## src/rtl/ppd_pkg.sv

```systemverilog
// Package for the profile peak detector: transaction structs, register
// indexes, configuration struct, scan state and fixed widths.
// No dependencies.
`default_nettype none

package ppd_pkg;

  // fixed widths of the fields and of the internal level scale
  localparam int SAMPLE_W = 15;
  localparam int X_W      = 12;
  localparam int STEP_W   = 8;
  localparam int DIST_W   = 16;
  localparam int COUNT_W  = 5;
  localparam int LEVEL_W  = 19;  // 15 * sample or 5 * (three samples)
  localparam int CFG_IDX_W  = 3;
  localparam int CFG_DATA_W = 16;

  // bias on the first point: 0.1 percent in units of 1/3840 percent
  localparam logic [LEVEL_W-1:0] BIAS_FIRST = LEVEL_W'(384);

  localparam logic [DIST_W-1:0] DIST_MAX = {DIST_W{1'b1}};

  // result queue depth
  localparam int RES_DEPTH = 4;
  localparam int RES_PTR_W = 2;

  // result kinds
  localparam logic KIND_PEAK    = 1'b0;
  localparam logic KIND_SUMMARY = 1'b1;

  // register indexes
  localparam logic [CFG_IDX_W-1:0] CFG_START_X          = 3'd0;
  localparam logic [CFG_IDX_W-1:0] CFG_END_X            = 3'd1;
  localparam logic [CFG_IDX_W-1:0] CFG_X_STEP           = 3'd2;
  localparam logic [CFG_IDX_W-1:0] CFG_DETECT_THRESHOLD = 3'd3;
  localparam logic [CFG_IDX_W-1:0] CFG_MIN_DISTANCE     = 3'd4;
  localparam logic [CFG_IDX_W-1:0] CFG_RISE_THRESHOLD   = 3'd5;
  localparam logic [CFG_IDX_W-1:0] CFG_INITIAL_DISTANCE = 3'd6;

  typedef struct packed {
    logic [SAMPLE_W-1:0] sample;
    logic                last_sample;
  } in_t;

  typedef struct packed {
    logic               kind;
    logic [X_W-1:0]     peak_x;
    logic [COUNT_W-1:0] car_count;
    logic               last_result;
  } out_t;

  typedef struct packed {
    logic [X_W-1:0]      start_x;
    logic [X_W-1:0]      end_x;
    logic [STEP_W-1:0]   x_step;
    logic [SAMPLE_W-1:0] detect_threshold;
    logic [X_W-1:0]      min_distance;
    logic [SAMPLE_W-1:0] rise_threshold;
    logic [DIST_W-1:0]   initial_distance;
  } cfg_t;

  // tracking state carried from point to point
  typedef struct packed {
    logic [X_W-1:0]     x_position;
    logic [LEVEL_W-1:0] previous_level;
    logic               rising;
    logic [DIST_W-1:0]  distance;
  } scan_st_t;

  // results pushed into the queue together, up to two
  typedef struct packed {
    logic [1:0] n;
    out_t       d0;
    out_t       d1;
  } push_t;

  // stage phases
  typedef enum logic [1:0] {
    PH_MAIN = 2'b01,
    PH_LAST = 2'b10
  } ph_t;

  // times fifteen, widened to the level scale
  function automatic logic [LEVEL_W-1:0] times15(input logic [SAMPLE_W-1:0] v);
    logic [LEVEL_W-1:0] w;
    w = LEVEL_W'(v);
    return (w << 4) - w;
  endfunction

endpackage

`default_nettype wire

```

## src/rtl/ppd_scan.sv

```systemverilog
// Judges one point of the smoothed profile: rise/fall tracking, peak test,
// distance test and position advance. Combinational. Depends on ppd_pkg.
`default_nettype none

module ppd_scan import ppd_pkg::*; #(
  parameter int MAX_CARS = 20,
  localparam int CW = $clog2(MAX_CARS)
) (
  input  cfg_t               cfg,
  input  logic               en,
  input  logic [LEVEL_W-1:0] level,
  input  logic               first,
  input  scan_st_t           st_i,
  input  logic [CW-1:0]      cnt_i,
  output scan_st_t           st_o,
  output logic [CW-1:0]      cnt_o,
  output logic               peak,
  output logic [X_W-1:0]     peak_x
);

  localparam logic [CW:0] CNT_LIMIT = (CW+1)'(MAX_CARS);
  localparam logic [CW:0] CNT_TOP   = (CW+1)'(MAX_CARS - 1);

  logic               active;
  logic               rising0;
  logic [LEVEL_W-1:0] prev0;
  logic               falling;
  logic               far;
  logic signed [12:0] span;
  logic [X_W-1:0]     span_u;
  logic [14:0]        span5;
  logic signed [12:0] travelled;
  logic signed [17:0] scaled_term;
  logic [30:0]        lhs;
  logic signed [31:0] rhs;
  logic [CW:0]        cnt_inc;
  logic [DIST_W:0]    dist_sum;

  // scan window
  assign active = en && (st_i.x_position > cfg.end_x);

  // seed the first point
  assign rising0 = first ? (level > times15(cfg.rise_threshold)) : st_i.rising;
  assign prev0   = first ? (level + BIAS_FIRST) : st_i.previous_level;
  assign falling = (level < prev0) && rising0;

  // distance test: 5*dist*D > md*(5*D - 4*(start_x - x))
  assign span        = $signed({1'b0, cfg.start_x}) - $signed({1'b0, cfg.end_x});
  assign span_u      = span[X_W-1:0];
  assign span5       = 15'({span_u, 2'b00}) + 15'(span_u);
  assign travelled   = $signed({1'b0, cfg.start_x}) - $signed({1'b0, st_i.x_position});
  assign scaled_term = $signed({3'b000, span5})
                     - $signed({{3{travelled[12]}}, travelled, 2'b00});
  assign lhs = {15'd0, st_i.distance} * {16'd0, span5};
  assign rhs = $signed({20'd0, cfg.min_distance})
             * $signed({{14{scaled_term[17]}}, scaled_term});

  always_comb begin
    if (span <= 13'sd0) begin
      far = st_i.distance > DIST_W'(cfg.min_distance);
    end else begin
      far = $signed({1'b0, lhs}) > rhs;
    end
  end

  // count with the drop back below the limit
  assign cnt_inc  = {1'b0, cnt_i} + (CW+1)'(1);
  assign dist_sum = {1'b0, st_i.distance} + (DIST_W+1)'(cfg.x_step);

  always_comb begin
    st_o   = st_i;
    cnt_o  = cnt_i;
    peak   = 1'b0;
    peak_x = st_i.x_position;
    if (active) begin
      peak = falling && (prev0 > times15(cfg.detect_threshold)) && far;
      if (peak) begin
        cnt_o = (cnt_inc >= CNT_LIMIT) ? CNT_TOP[CW-1:0] : cnt_inc[CW-1:0];
      end
      if (level >= prev0) begin
        st_o.rising = 1'b1;
      end else if (falling) begin
        st_o.rising = 1'b0;
      end else begin
        st_o.rising = rising0;
      end
      st_o.previous_level = level;
      st_o.x_position = (st_i.x_position > X_W'(cfg.x_step))
                      ? st_i.x_position - X_W'(cfg.x_step) : '0;
      if (peak) begin
        st_o.distance = DIST_W'(cfg.x_step);
      end else if (dist_sum[DIST_W]) begin
        st_o.distance = DIST_MAX;
      end else begin
        st_o.distance = dist_sum[DIST_W-1:0];
      end
    end
  end

endmodule

`default_nettype wire

```

## src/rtl/ppd_res_fifo.sv

```systemverilog
// Result queue: takes up to two result transactions a cycle, hands out one.
// Depends on ppd_pkg.
`default_nettype none

module ppd_res_fifo import ppd_pkg::*; (
  input  logic  clk,
  input  logic  rst_n,
  input  push_t push,
  output logic  room,
  output logic  out_valid,
  input  logic  out_stall,
  output out_t  out_data
);

  out_t                 mem_r [RES_DEPTH];
  logic [RES_PTR_W-1:0] wr_r, wr_nxt;
  logic [RES_PTR_W-1:0] rd_r, rd_nxt;
  logic [RES_PTR_W:0]   cnt_r, cnt_nxt;
  logic                 pop;
  logic [RES_PTR_W-1:0] wr_plus1;

  assign out_valid = (cnt_r != '0);
  assign out_data  = mem_r[rd_r];
  assign pop       = out_valid && !out_stall;
  // room for two more entries
  assign room      = (cnt_r <= (RES_PTR_W+1)'(RES_DEPTH - 2));
  assign wr_plus1  = wr_r + RES_PTR_W'(1);

  // advance pointers and fill level
  assign wr_nxt  = wr_r + RES_PTR_W'(push.n);
  assign rd_nxt  = rd_r + RES_PTR_W'(pop);
  assign cnt_nxt = cnt_r + (RES_PTR_W+1)'(push.n) - (RES_PTR_W+1)'(pop);

  always_ff @(posedge clk) begin
    if (!rst_n) begin
      wr_r  <= '0;
      rd_r  <= '0;
      cnt_r <= '0;
    end else begin
      wr_r  <= wr_nxt;
      rd_r  <= rd_nxt;
      cnt_r <= cnt_nxt;
    end
  end

  // store entries
  always_ff @(posedge clk) begin
    if (push.n != 2'd0) begin
      mem_r[wr_r] <= push.d0;
    end
    if (push.n == 2'd2) begin
      mem_r[wr_plus1] <= push.d1;
    end
  end

endmodule

`default_nettype wire

```

## src/rtl/profile_peak_detector.sv

```systemverilog
// Top level of the profile peak detector: configuration registers, input
// stage, smoothing window and tracking state. Uses ppd_pkg, ppd_scan and
// ppd_res_fifo.
//
//   channel | direction | ports                        | payload
//   --------+-----------+------------------------------+--------
//   input   | in        | in_valid, in_stall, in_data  | in_t
//   result  | out       | out_valid, out_stall, out_data | out_t
//   config  | in        | cfg_we, cfg_index, cfg_wdata | 16 bits
//
// An accepted sample sits in the input stage and is judged there by one
// scan unit; a new sample is taken every cycle while the stage is not held.
// A sample marked last holds the stage for a further phase (PH_LAST), in
// which the final point is judged and the summary is queued.
// The stage waits while the four-entry result queue has fewer than two free
// slots. Reset (synchronous, rst_n low) loads the register defaults and
// starts a fresh profile; a summary also starts a fresh profile.
`default_nettype none

module profile_peak_detector import ppd_pkg::*; #(
  parameter int MAX_CARS = 20
) (
  input  logic                  clk,
  input  logic                  rst_n,
  input  logic                  in_valid,
  output logic                  in_stall,
  input  in_t                   in_data,
  output logic                  out_valid,
  input  logic                  out_stall,
  output out_t                  out_data,
  input  logic                  cfg_we,
  input  logic [CFG_IDX_W-1:0]  cfg_index,
  input  logic [CFG_DATA_W-1:0] cfg_wdata
);

  localparam int CW = $clog2(MAX_CARS);

  cfg_t cfg_r;

  // input stage
  logic                stg_valid_r, stg_valid_nxt;
  logic [SAMPLE_W-1:0] stg_sample_r;
  logic                stg_last_r;
  ph_t                 phase_r, phase_nxt;

  // smoothing window and tracking state
  logic [SAMPLE_W-1:0] older_r, older_nxt;
  logic [SAMPLE_W-1:0] newer_r, newer_nxt;
  logic [1:0]          seen_r, seen_nxt;
  scan_st_t            st_r, st_nxt;
  logic [CW-1:0]       cnt_r, cnt_nxt;

  logic               room;
  logic               fire;
  logic               phase_last;
  logic               stage_done;
  logic               accept;
  logic               scan_en;
  logic [LEVEL_W-1:0] scan_level;
  logic               scan_first;
  scan_st_t           scan_st;
  logic [CW-1:0]      scan_cnt;
  logic               scan_peak;
  logic [X_W-1:0]     scan_x;
  logic [16:0]        win_sum;
  logic [CW+4:0]      cnt_wide;
  out_t               peak_res;
  out_t               sum_res;
  push_t              push;

  // configuration writes
  always_ff @(posedge clk) begin
    if (!rst_n) begin
      cfg_r.start_x          <= X_W'(1023);
      cfg_r.end_x            <= '0;
      cfg_r.x_step           <= STEP_W'(8);
      cfg_r.detect_threshold <= SAMPLE_W'(7680);
      cfg_r.min_distance     <= X_W'(40);
      cfg_r.rise_threshold   <= SAMPLE_W'(2560);
      cfg_r.initial_distance <= DIST_W'(100);
    end else if (cfg_we) begin
      case (cfg_index)
        CFG_START_X:          cfg_r.start_x          <= cfg_wdata[X_W-1:0];
        CFG_END_X:            cfg_r.end_x            <= cfg_wdata[X_W-1:0];
        CFG_X_STEP:           cfg_r.x_step           <= cfg_wdata[STEP_W-1:0];
        CFG_DETECT_THRESHOLD: cfg_r.detect_threshold <= cfg_wdata[SAMPLE_W-1:0];
        CFG_MIN_DISTANCE:     cfg_r.min_distance     <= cfg_wdata[X_W-1:0];
        CFG_RISE_THRESHOLD:   cfg_r.rise_threshold   <= cfg_wdata[SAMPLE_W-1:0];
        CFG_INITIAL_DISTANCE: cfg_r.initial_distance <= cfg_wdata[DIST_W-1:0];
        default: ;
      endcase
    end
  end

  // stage handshake
  assign fire       = stg_valid_r && room;
  assign phase_last = (phase_r == PH_LAST);
  assign stage_done = fire && (!stg_last_r || phase_last);
  assign in_stall   = stg_valid_r && !stage_done;
  assign accept     = in_valid && !in_stall;

  always_comb begin
    stg_valid_nxt = stg_valid_r;
    if (accept) begin
      stg_valid_nxt = 1'b1;
    end else if (stage_done) begin
      stg_valid_nxt = 1'b0;
    end
  end

  always_comb begin
    phase_nxt = phase_r;
    if (fire) begin
      case (phase_r)
        PH_MAIN: phase_nxt = stg_last_r ? PH_LAST : PH_MAIN;
        PH_LAST: phase_nxt = PH_MAIN;
        default: phase_nxt = PH_MAIN;
      endcase
    end
  end

  always_ff @(posedge clk) begin
    if (!rst_n) begin
      stg_valid_r <= 1'b0;
      phase_r     <= PH_MAIN;
    end else begin
      stg_valid_r <= stg_valid_nxt;
      phase_r     <= phase_nxt;
    end
  end

  always_ff @(posedge clk) begin
    if (accept) begin
      stg_sample_r <= in_data.sample;
      stg_last_r   <= in_data.last_sample;
    end
  end

  // pick the point to judge: the window's middle point first (the first point raw), the raw last point after
  assign win_sum = 17'(older_r) + 17'(newer_r) + 17'(stg_sample_r);

  always_comb begin
    if (phase_last) begin
      scan_en    = fire;
      scan_level = times15(stg_sample_r);
    end else begin
      scan_en    = fire && (seen_r != 2'd0);
      scan_level = (seen_r == 2'd1) ? times15(newer_r)
                 : (LEVEL_W'({win_sum, 2'b00}) + LEVEL_W'(win_sum));
    end
    scan_first = (seen_r == 2'd1);
  end

  ppd_scan #(
    .MAX_CARS(MAX_CARS)
  ) u_scan (
    .cfg    (cfg_r),
    .en     (scan_en),
    .level  (scan_level),
    .first  (scan_first),
    .st_i   (st_r),
    .cnt_i  (cnt_r),
    .st_o   (scan_st),
    .cnt_o  (scan_cnt),
    .peak   (scan_peak),
    .peak_x (scan_x)
  );

  // build result transactions
  assign cnt_wide = {5'd0, scan_cnt};

  always_comb begin
    peak_res.kind        = KIND_PEAK;
    peak_res.peak_x      = scan_x;
    peak_res.car_count   = cnt_wide[COUNT_W-1:0];
    peak_res.last_result = 1'b0;
    sum_res.kind         = KIND_SUMMARY;
    sum_res.peak_x       = '0;
    sum_res.car_count    = cnt_wide[COUNT_W-1:0];
    sum_res.last_result  = 1'b1;
  end

  always_comb begin
    push.n  = 2'd0;
    push.d0 = peak_res;
    push.d1 = sum_res;
    if (fire && phase_last) begin
      if (scan_peak) begin
        push.n = 2'd2;
      end else begin
        push.n  = 2'd1;
        push.d0 = sum_res;
      end
    end else if (fire && scan_peak) begin
      push.n = 2'd1;
    end
  end

  // update window and tracking state; restart after a summary
  always_comb begin
    older_nxt = older_r;
    newer_nxt = newer_r;
    seen_nxt  = seen_r;
    st_nxt    = st_r;
    cnt_nxt   = cnt_r;
    if (fire) begin
      st_nxt  = scan_st;
      cnt_nxt = scan_cnt;
      if (phase_last) begin
        older_nxt               = '0;
        newer_nxt               = '0;
        seen_nxt                = 2'd0;
        st_nxt.x_position       = cfg_r.start_x;
        st_nxt.previous_level   = '0;
        st_nxt.rising           = 1'b0;
        st_nxt.distance         = cfg_r.initial_distance;
        cnt_nxt                 = '0;
      end else if (seen_r == 2'd0) begin
        newer_nxt = stg_sample_r;
        seen_nxt  = 2'd1;
      end else begin
        older_nxt = newer_r;
        newer_nxt = stg_sample_r;
        seen_nxt  = 2'd2;
      end
    end
  end

  always_ff @(posedge clk) begin
    if (!rst_n) begin
      older_r             <= '0;
      newer_r             <= '0;
      seen_r              <= 2'd0;
      st_r.x_position     <= X_W'(1023);
      st_r.previous_level <= '0;
      st_r.rising         <= 1'b0;
      st_r.distance       <= DIST_W'(100);
      cnt_r               <= '0;
    end else begin
      older_r <= older_nxt;
      newer_r <= newer_nxt;
      seen_r  <= seen_nxt;
      st_r    <= st_nxt;
      cnt_r   <= cnt_nxt;
    end
  end

  ppd_res_fifo u_res_fifo (
    .clk       (clk),
    .rst_n     (rst_n),
    .push      (push),
    .room      (room),
    .out_valid (out_valid),
    .out_stall (out_stall),
    .out_data  (out_data)
  );

endmodule

`default_nettype wire
```

## config.mk

```make
export PLATFORM = sky130hd
export DESIGN_NAME = profile_peak_detector
export DESIGN_NICKNAME = d
export VERILOG_FILES = /design/src/rtl/ppd_pkg.sv /design/src/rtl/ppd_scan.sv /design/src/rtl/ppd_res_fifo.sv /design/src/rtl/profile_peak_detector.sv
export SDC_FILE = /design/constraint.sdc
export NUM_CORES = 2
export LEC_CHECK = 0
export BUFFER_PORTS_ARGS = -buffer_cell sky130_fd_sc_hd__buf_2
export CAP_MARGIN = 20
export CORE_ASPECT_RATIO = 1.25
export CORE_UTILIZATION = 66
export CTS_CLUSTER_SIZE = 20
export DETAILED_ROUTE_END_ITERATION = 8
export GPL_ROUTABILITY_DRIVEN = 0
export GPL_TIMING_DRIVEN = 0
export HOLD_SLACK_MARGIN = 0.06
export PLACE_DENSITY = 0.87
export SYNTH_ARGS = -nofsm -noshare
export SYNTH_HDL_FRONTEND = slang
export SYNTH_SLANG_ARGS = --single-unit
```

## constraint.sdc

```tcl
create_clock -name clk -period 14.8 [get_ports clk]
set_input_delay 2.96 -clock clk [delete_from_list [all_inputs] [get_ports clk]]
set_output_delay 2.96 -clock clk [all_outputs]
set_load 0.01 [all_outputs]
```

Word level (Yosys, flattened, before mapping)
Memory sizes are Yosys's and may differ from the RTL's. A register that Yosys moved wholly into a read port is not among the register bits.
Cells that the tools add are included.
{"block": "word_totals", "reg_bits": 201, "n_memories": 1, "word_cells": 137, "inputBits": 40, "out_inout_bits": 21, "ram_bits": 76}
{"name": "u_res_fifo.mem_r", "depth": 4, "width": 19, "rd": 1, "rd_clocked_by_memory_dff": 1, "write_ports": 2, "line_no": "ppd_res_fifo.sv:15", "source": "out_t mem_r [RES_DEPTH];"}
{"block": "classes", "muxes": 37, "n_eq_ne": 11, "add_sub_neg": 20, "n_reduce_logical": 33, "order_cmp": 11, "multipliers": 2}
{"operator": "48-bit two-way mux", "n": 2}
{"operator": "19-bit two-way mux", "n": 5}
{"operator": "19-bit by 15-bit subtractor with 19-bit output", "n": 4}
{"operator": "15-bit two-way mux", "n": 3}
{"operator": "19-bit greater-than comparator", "n": 2}
{"operator": "32-bit greater-than comparator", "n": 1}
{"operator": "16-bit two-way mux", "n": 2}
{"operator": "16-bit by 15-bit multiplier with 31-bit output", "n": 1}
{"operator": "13-bit by 17-bit multiplier with 30-bit output", "n": 1}
{"operator": "12-bit by 12-bit subtractor with 13-bit output", "n": 2}
{"operator": "5-bit two-way mux", "n": 4}
{"operator": "19-bit by 17-bit adder with 19-bit output", "n": 1}
{"operator": "19-bit by 9-bit adder with 19-bit output (second input constant)", "n": 1}
{"operator": "19-bit >= comparator", "n": 1}
{"operator": "19-bit < comparator", "n": 1}
{"operator": "2-bit AND reduction", "n": 9}
{"operator": "16-bit by 15-bit adder with 17-bit output", "n": 1}
{"operator": "16-bit by 8-bit adder with 17-bit output", "n": 1}
{"operator": "16-bit by 15-bit subtractor with 17-bit output", "n": 1}
{"operator": "15-bit by 15-bit adder with 16-bit output", "n": 1}
{"operator": "16-bit by 12-bit greater-than comparator with 1-bit output", "n": 1}
{"operator": "14-bit by 12-bit adder with 15-bit output", "n": 1}
{"operator": "2-bit two-way mux", "n": 7}
{"operator": "13-bit by 1-bit less-or-equal comparator with 1-bit output (second input constant)", "n": 1}
{"operator": "26 further kinds", "n": 60}

Logic depth before layout (Yosys ltp)
{"block": "logic_depth", "ltp_word": 18, "mapped_depth": 64, "depth_no_buf": 59}

Hierarchy
A second synthesis with hierarchy kept.
{"block": "unflattened", "cells_unflattened": 4495, "hier_area_um2": 38445.6}
{"mod": "ppd_scan", "area_each_um2": 23809.1, "n_inst": 1, "cells_each": 3007, "seq_area_each_um2": 0.0}
{"mod": "profile_peak_detector", "area_each_um2": 10528.8, "n_inst": 1, "cells_each": 1256, "seq_area_each_um2": 4043.9}
{"mod": "ppd_res_fifo", "area_each_um2": 4107.7, "n_inst": 1, "cells_each": 232, "seq_area_each_um2": 2422.3}

Worst setup path after synthesis
No wires, ideal clock.
{"block": "synth_timing", "path_type": "reg-to-reg", "start": "reg cfg_r[79] (netlist bit)", "end": "reg u_res_fifo.cnt_r[2]", "setup_time_ns": 0.128, "path_stages_with_launch": 57, "slack_ns": 2.020, "t_arrival_ns": 12.652, "required_ns": 14.672, "path_buffers": 4, "synth_period_minus_slack_ns": 12.780, "cell_sequence": "dfxtp_1 -> ha_1 -> nor2b_1 -> o31a_1 -> o21a_1 -> or3_1 -> and2_1 -> ha_1 -> nand2_1 -> o21ai_0 -> o41ai_2 -> nor2b_1 -> mux2_2 -> a21oi_1 -> mux2_2 -> o21ai_1 -> buf_2 -> ha_1 -> [... 21 more ...] -> a21oi_1 -> xor2_1 -> ha_1 -> nand4_1 -> nor4_1 -> o21ai_0 -> a21oi_1 -> nor2_1 -> and4_4 -> nor3_1 -> buf_2 -> buf_2 -> nand2_1 -> ha_1 -> fa_1 -> xnor2_1 -> xnor2_1 -> nor2_1"}
{"block": "synth_between", "elab_chain_cells": 13, "elab_cells_between_ends": 17, "cone_classes": "add/sub (6); mul (2); order compare (2); mux (5); reduce/logical (2)"}
{"item": "start, declared", "line_no": "profile_peak_detector.sv:38", "source": "cfg_t cfg_r;"}
{"item": "12-bit by 12-bit subtractor with 13-bit output", "line_no": "ppd_scan.sv:48", "source": "assign span = $signed({1'b0, cfg.start_x}) - $signed({1'b0, cfg.end_x});"}
{"item": "14-bit by 12-bit adder with 15-bit output", "line_no": "ppd_scan.sv:50", "source": "assign span5 = 15'({span_u, 2'b00}) + 15'(span_u);"}
{"item": "16-bit by 15-bit subtractor with 17-bit output", "line_no": "ppd_scan.sv:53", "source": "- $signed({{3{travelled[12]}}, travelled, 2'b00});"}
{"item": "13-bit by 17-bit multiplier with 30-bit output", "line_no": "ppd_scan.sv:56", "source": "* $signed({{14{scaled_term[17]}}, scaled_term});"}
{"item": "32-bit greater-than comparator", "line_no": "ppd_scan.sv:62", "source": "far = $signed({1'b0, lhs}) > rhs;"}
{"item": "1-bit two-way mux *", "line_no": "ppd_scan.sv:59", "source": "if (span <= 13'sd0) begin"}
{"item": "1-bit logical AND *", "line_no": "ppd_scan.sv:76", "source": "peak = falling && (prev0 > times15(cfg.detect_threshold)) && far;"}
{"item": "1-bit two-way mux *", "line_no": "ppd_scan.sv:75", "source": "if (active) begin"}
{"item": "1-bit logical AND", "line_no": "profile_peak_detector.sv:194", "source": "end else if (fire && scan_peak) begin"}
{"item": "1-bit two-way mux", "line_no": "profile_peak_detector.sv:194"}
{"item": "2-bit two-way mux *", "line_no": "profile_peak_detector.sv:187", "source": "if (fire && phase_last) begin"}
{"item": "3-bit by 2-bit adder with 3-bit output *", "line_no": "ppd_res_fifo.sv:32", "source": "assign cnt_nxt = cnt_r + (RES_PTR_W+1)'(push.n) - (RES_PTR_W+1)'(pop);"}
{"item": "3-bit by 1-bit subtractor with 3-bit output *", "line_no": "ppd_res_fifo.sv:32"}
{"item": "end signal, assigned", "line_no": "ppd_res_fifo.sv:42", "source": "cnt_r <= cnt_nxt;"}
{"item": "end, declared", "line_no": "ppd_res_fifo.sv:18", "source": "logic [RES_PTR_W:0] cnt_r, cnt_nxt;"}
Mark *: on every way between the ends. The rest lies on a longest branch, timed or not.
A chain may end at the register's enable or synchronous reset.

Worst setup path in the final report
{"block": "layout_timing", "start": "reg cfg_r[78] (netlist bit)", "end": "reg u_res_fifo.cnt_r[2]"}
The elaborated chain is that of the path after synthesis.

==> flow_summary.yaml <==
drt:
  wl_mm: 107
  drc: 0
  drtIter0Drc: 3324
  firstDrtPassIters: 5
  detail-route-antenna-nets: 0
  vias_per_cell: 6.25
  wire_per_inst_um: 20.2
  via_count: 33100
clock_tree:
  clk_path_buf_depth: 3
  cts_buffers: 25
  clkSinkCount: 273
  clock_latency_ns: 0.58
  cts_tree: "done"
  htreeDepth: 1
  clockRootBuffer: "clkbuf_16"
  clk_pin_slew_worst_paths_ns: 0.07
  hold_buffers: 0
sta:
  finalWorstSetupSlack_ns: 0.507
  timing.final.hold_violations: 0
  clock_skew_ns: 0.0306
  relSlewSlack_pct: 16.4
  post-route-period-util_pct: 96.6
  fmax_mhz: 70.0
  worst_pin_slew_ns: 1.24
  tns_ns: 0
  finalSetupViolations: 0
  finalCriticalPeriod_ns: 14.29
  final_max_slew_viol_count: 0
finish:
  design_area_mm2: 0.0395
  nets: 5391
  final_cells: 5294
  multiInputGateArea_mm2: 0.0283
  seq_area_mm2: 0.00583
  fillers: 4032
  drive_gt1_share_pct: 5.09
  area_growth_pct: 6.72
placement:
  dp_cells: 5236
  detailedPlace.worstSlack_ns: -1.72
  portBuffers: 60
  dpl_cell_area_mm2: 0.0382
  hpwl_mm: 85.4
setup_path:
  cp_data_arrival_time_ns: 14.74
  r2r_start: "cfg_r[78]"
  endpoint_kind: "flop"
  required_ns: 15.24
  max_stage_delay_ns: 0.65
  cp_slowest_cell: "fa_2"
  critPathKind: "flop to flop"
  crit_fanout: 10
  crit_buf_inv: 9
  critPathLaunchType: "flop"
  cp-startpoint: "cfg_r[78]"
  crit_top_cell: "fa_1"
  critPathTopFamily: "adder cells"
global_route:
  grt_max_degree: 17
  antenna_found_initial: 5
  grt_pass1_vias: 32600
  grt_pass1_wl_mm: 168
  overflow: 0
  grtUsageTotal_pct: 37.7
floorplan:
  rows: 96
  die_h_um: 267
  die-width_um: 214
  ios: 61
  coreArea_mm2: 0.0551
  dieArea_mm2: 0.0570
  initial_core_util_pct: 67.1
yosys:
  yosys-top-cells-area: "fa_1 (21%), ha_1 (14%), dfxtp_1 (13%)"
  synth_edf_count: 36
  yosysTopAreaCell: "fa_1"
  async_flop_share_pct: 0
  synth_nets: 5293
  netlist_area_mm2: 0.0370
  yosysWarnings: 0
  syn_inst: 4440
  avgSynthCellArea_um2: 8.33
  ys_seq_elements: 273
  yosysSeqAreaShare_pct: 15.8
  synth_top_flop_cell: "dfxtp_1"
  synth_top_area_share_pct: 21.1
  yosysUniqueCellTypes: 91
hold_path:
  hold_path_class: "flop to flop"
  hold_start: "cfg_r[67]"
flow_run:
  maxCapViolCount: 0
status:
  status: "finished, final reports clean"
## cell usage after synthesis (9+ instances only)
master,count
o21ai_0,164
mux4_2,18
xnor2_1,136
o211ai_1,34
o32ai_1,12
or3_1,20
a2111oi_1,9
inv_1,633
nand3_1,81
a211o_1,15
a22o_1,41
nor4_1,19
nand4_1,30
nor3_1,57
edfxtp_1,36
nor2b_1,56
and2_1,156
a21o_1,78
buf_2,10
clkbuf_1,157
mux2_2,9
a31oi_1,35
a21boi_0,10
dfxtp_1,237
a221oi_1,12
and3_1,37
ha_1,423
nand2_1,573
a2111oi_0,9
xor2_1,66
a22oi_1,24
nor2_1,222
a21oi_1,316
mux2i_1,33
o21bai_1,21
nand2b_1,45
fa_1,390
o21a_1,42
buf_1,10
a211oi_1,39
## cells in the final DEF, fill, tap and decap left out, types with 42 or more instances in the layout
cell / synthesis / final
a21o_1: 78 / 78
a21oi_1: 316 / 311
and2_1: 156 / 156
buf_2: 10 / 68
clkbuf_1: 157 / 146
dfxtp_1: 237 / 236
fa_1: 390 / 389
ha_1: 423 / 421
inv_1: 633 / 632
nand2_1: 573 / 573
nand2b_1: 45 / 45
nand3_1: 81 / 81
nor2_1: 222 / 220
nor2b_1: 56 / 56
nor3_1: 57 / 57
o21a_1: 42 / 42
o21ai_0: 164 / 161
xnor2_1: 136 / 127
xor2_1: 66 / 63
## cell type report
type,instances,share of cell area [%]
inverter,636,6.06
sequential,273,14.8
antenna,2,0.0127
timing repair buffer,73,1.01
clock inverter,15,0.523
tap,735,2.33
clock buffer,31,1.74
multi-input combinational,3348,71.7
buffer,181,1.90
## sequential cells by signal, indices dropped and copies added, names as in the netlist
signal and flops:
stg_last_r 1, st_r 48, cfg_r 90, u_res_fifo.wr_r 2, cnt_r 5, stg_sample_r 15
phase_r 2, seen_r 2, stg_valid_r 1, u_res_fifo.cnt_r 3, u_res_fifo.rd_r 2, older_r 15
u_res_fifo.mem_r 72, newer_r 15
## final timing paths
path	to	slack (ns)	depth (start not counted)
worst max-delay path	u_res_fifo.cnt_r[2]	0.51	60
worst min-delay path	cfg_r[67]	0.46	2
worst max register to register	u_res_fifo.cnt_r[2]	0.51	60
worst min register to register	cfg_r[67]	0.46	2
## cells by family (layout without fill, tap and decap cells)
family                     after synthesis  count (layout)  share of synthesized area, %
adders and majority gates              813             813                          35.4
muxes                                   60              60                          2.26
buffers and inverters                  819             936                          8.42
AOI/OAI and AO/OA                      937             937                          16.3
other                                    0               2                             0
DFF                                    273             273                          15.8
and+or+nand+nor                       1336            1336                          17.0
xor gates and xnor gates               202             202                          4.79
## worst reg2reg max path, delay by kind of cell, from the launching register on
family / cells / cell delay, ns
AOI/OAI and AO/OA: 15 / 3.24
adders and majority gates: 13 / 5.63
xor gates and xnor gates: 5 / 0.80
muxes: 1 / 0.30
buffers and inverters: 9 / 1.27
DFF: 1 / 0.33
and+or+nand+nor: 17 / 2.63
## per-layer routing
layer | global-route usage (%) | share of wire (%)
met2 | 62.9 | 47
met4 | 29.6 | 9.2
met3 | 6.29 | 7.9
met5 | 0 | 0.040
met1 | 42.7 | 36
## timing repair
action / in CTS / in global routing
pin swaps: 4 / 11
gates resized for setup: 29 / 43
setup endpoints to repair: 118 / 106
buffers inserted: 3 / 9
## metrics by stage
step	utilization, %	hold slack (ns)
after CTS	71.2	0.456
after detailed placement	69.3	0.447
final	71.6	0.458
after global placement	69.3	0.433
after global routing	71.6	0.480
after floorplan	-	0.422
Power is not shown: default switching activity piles up to over one toggle a cycle in this logic, so the estimate is an artifact.
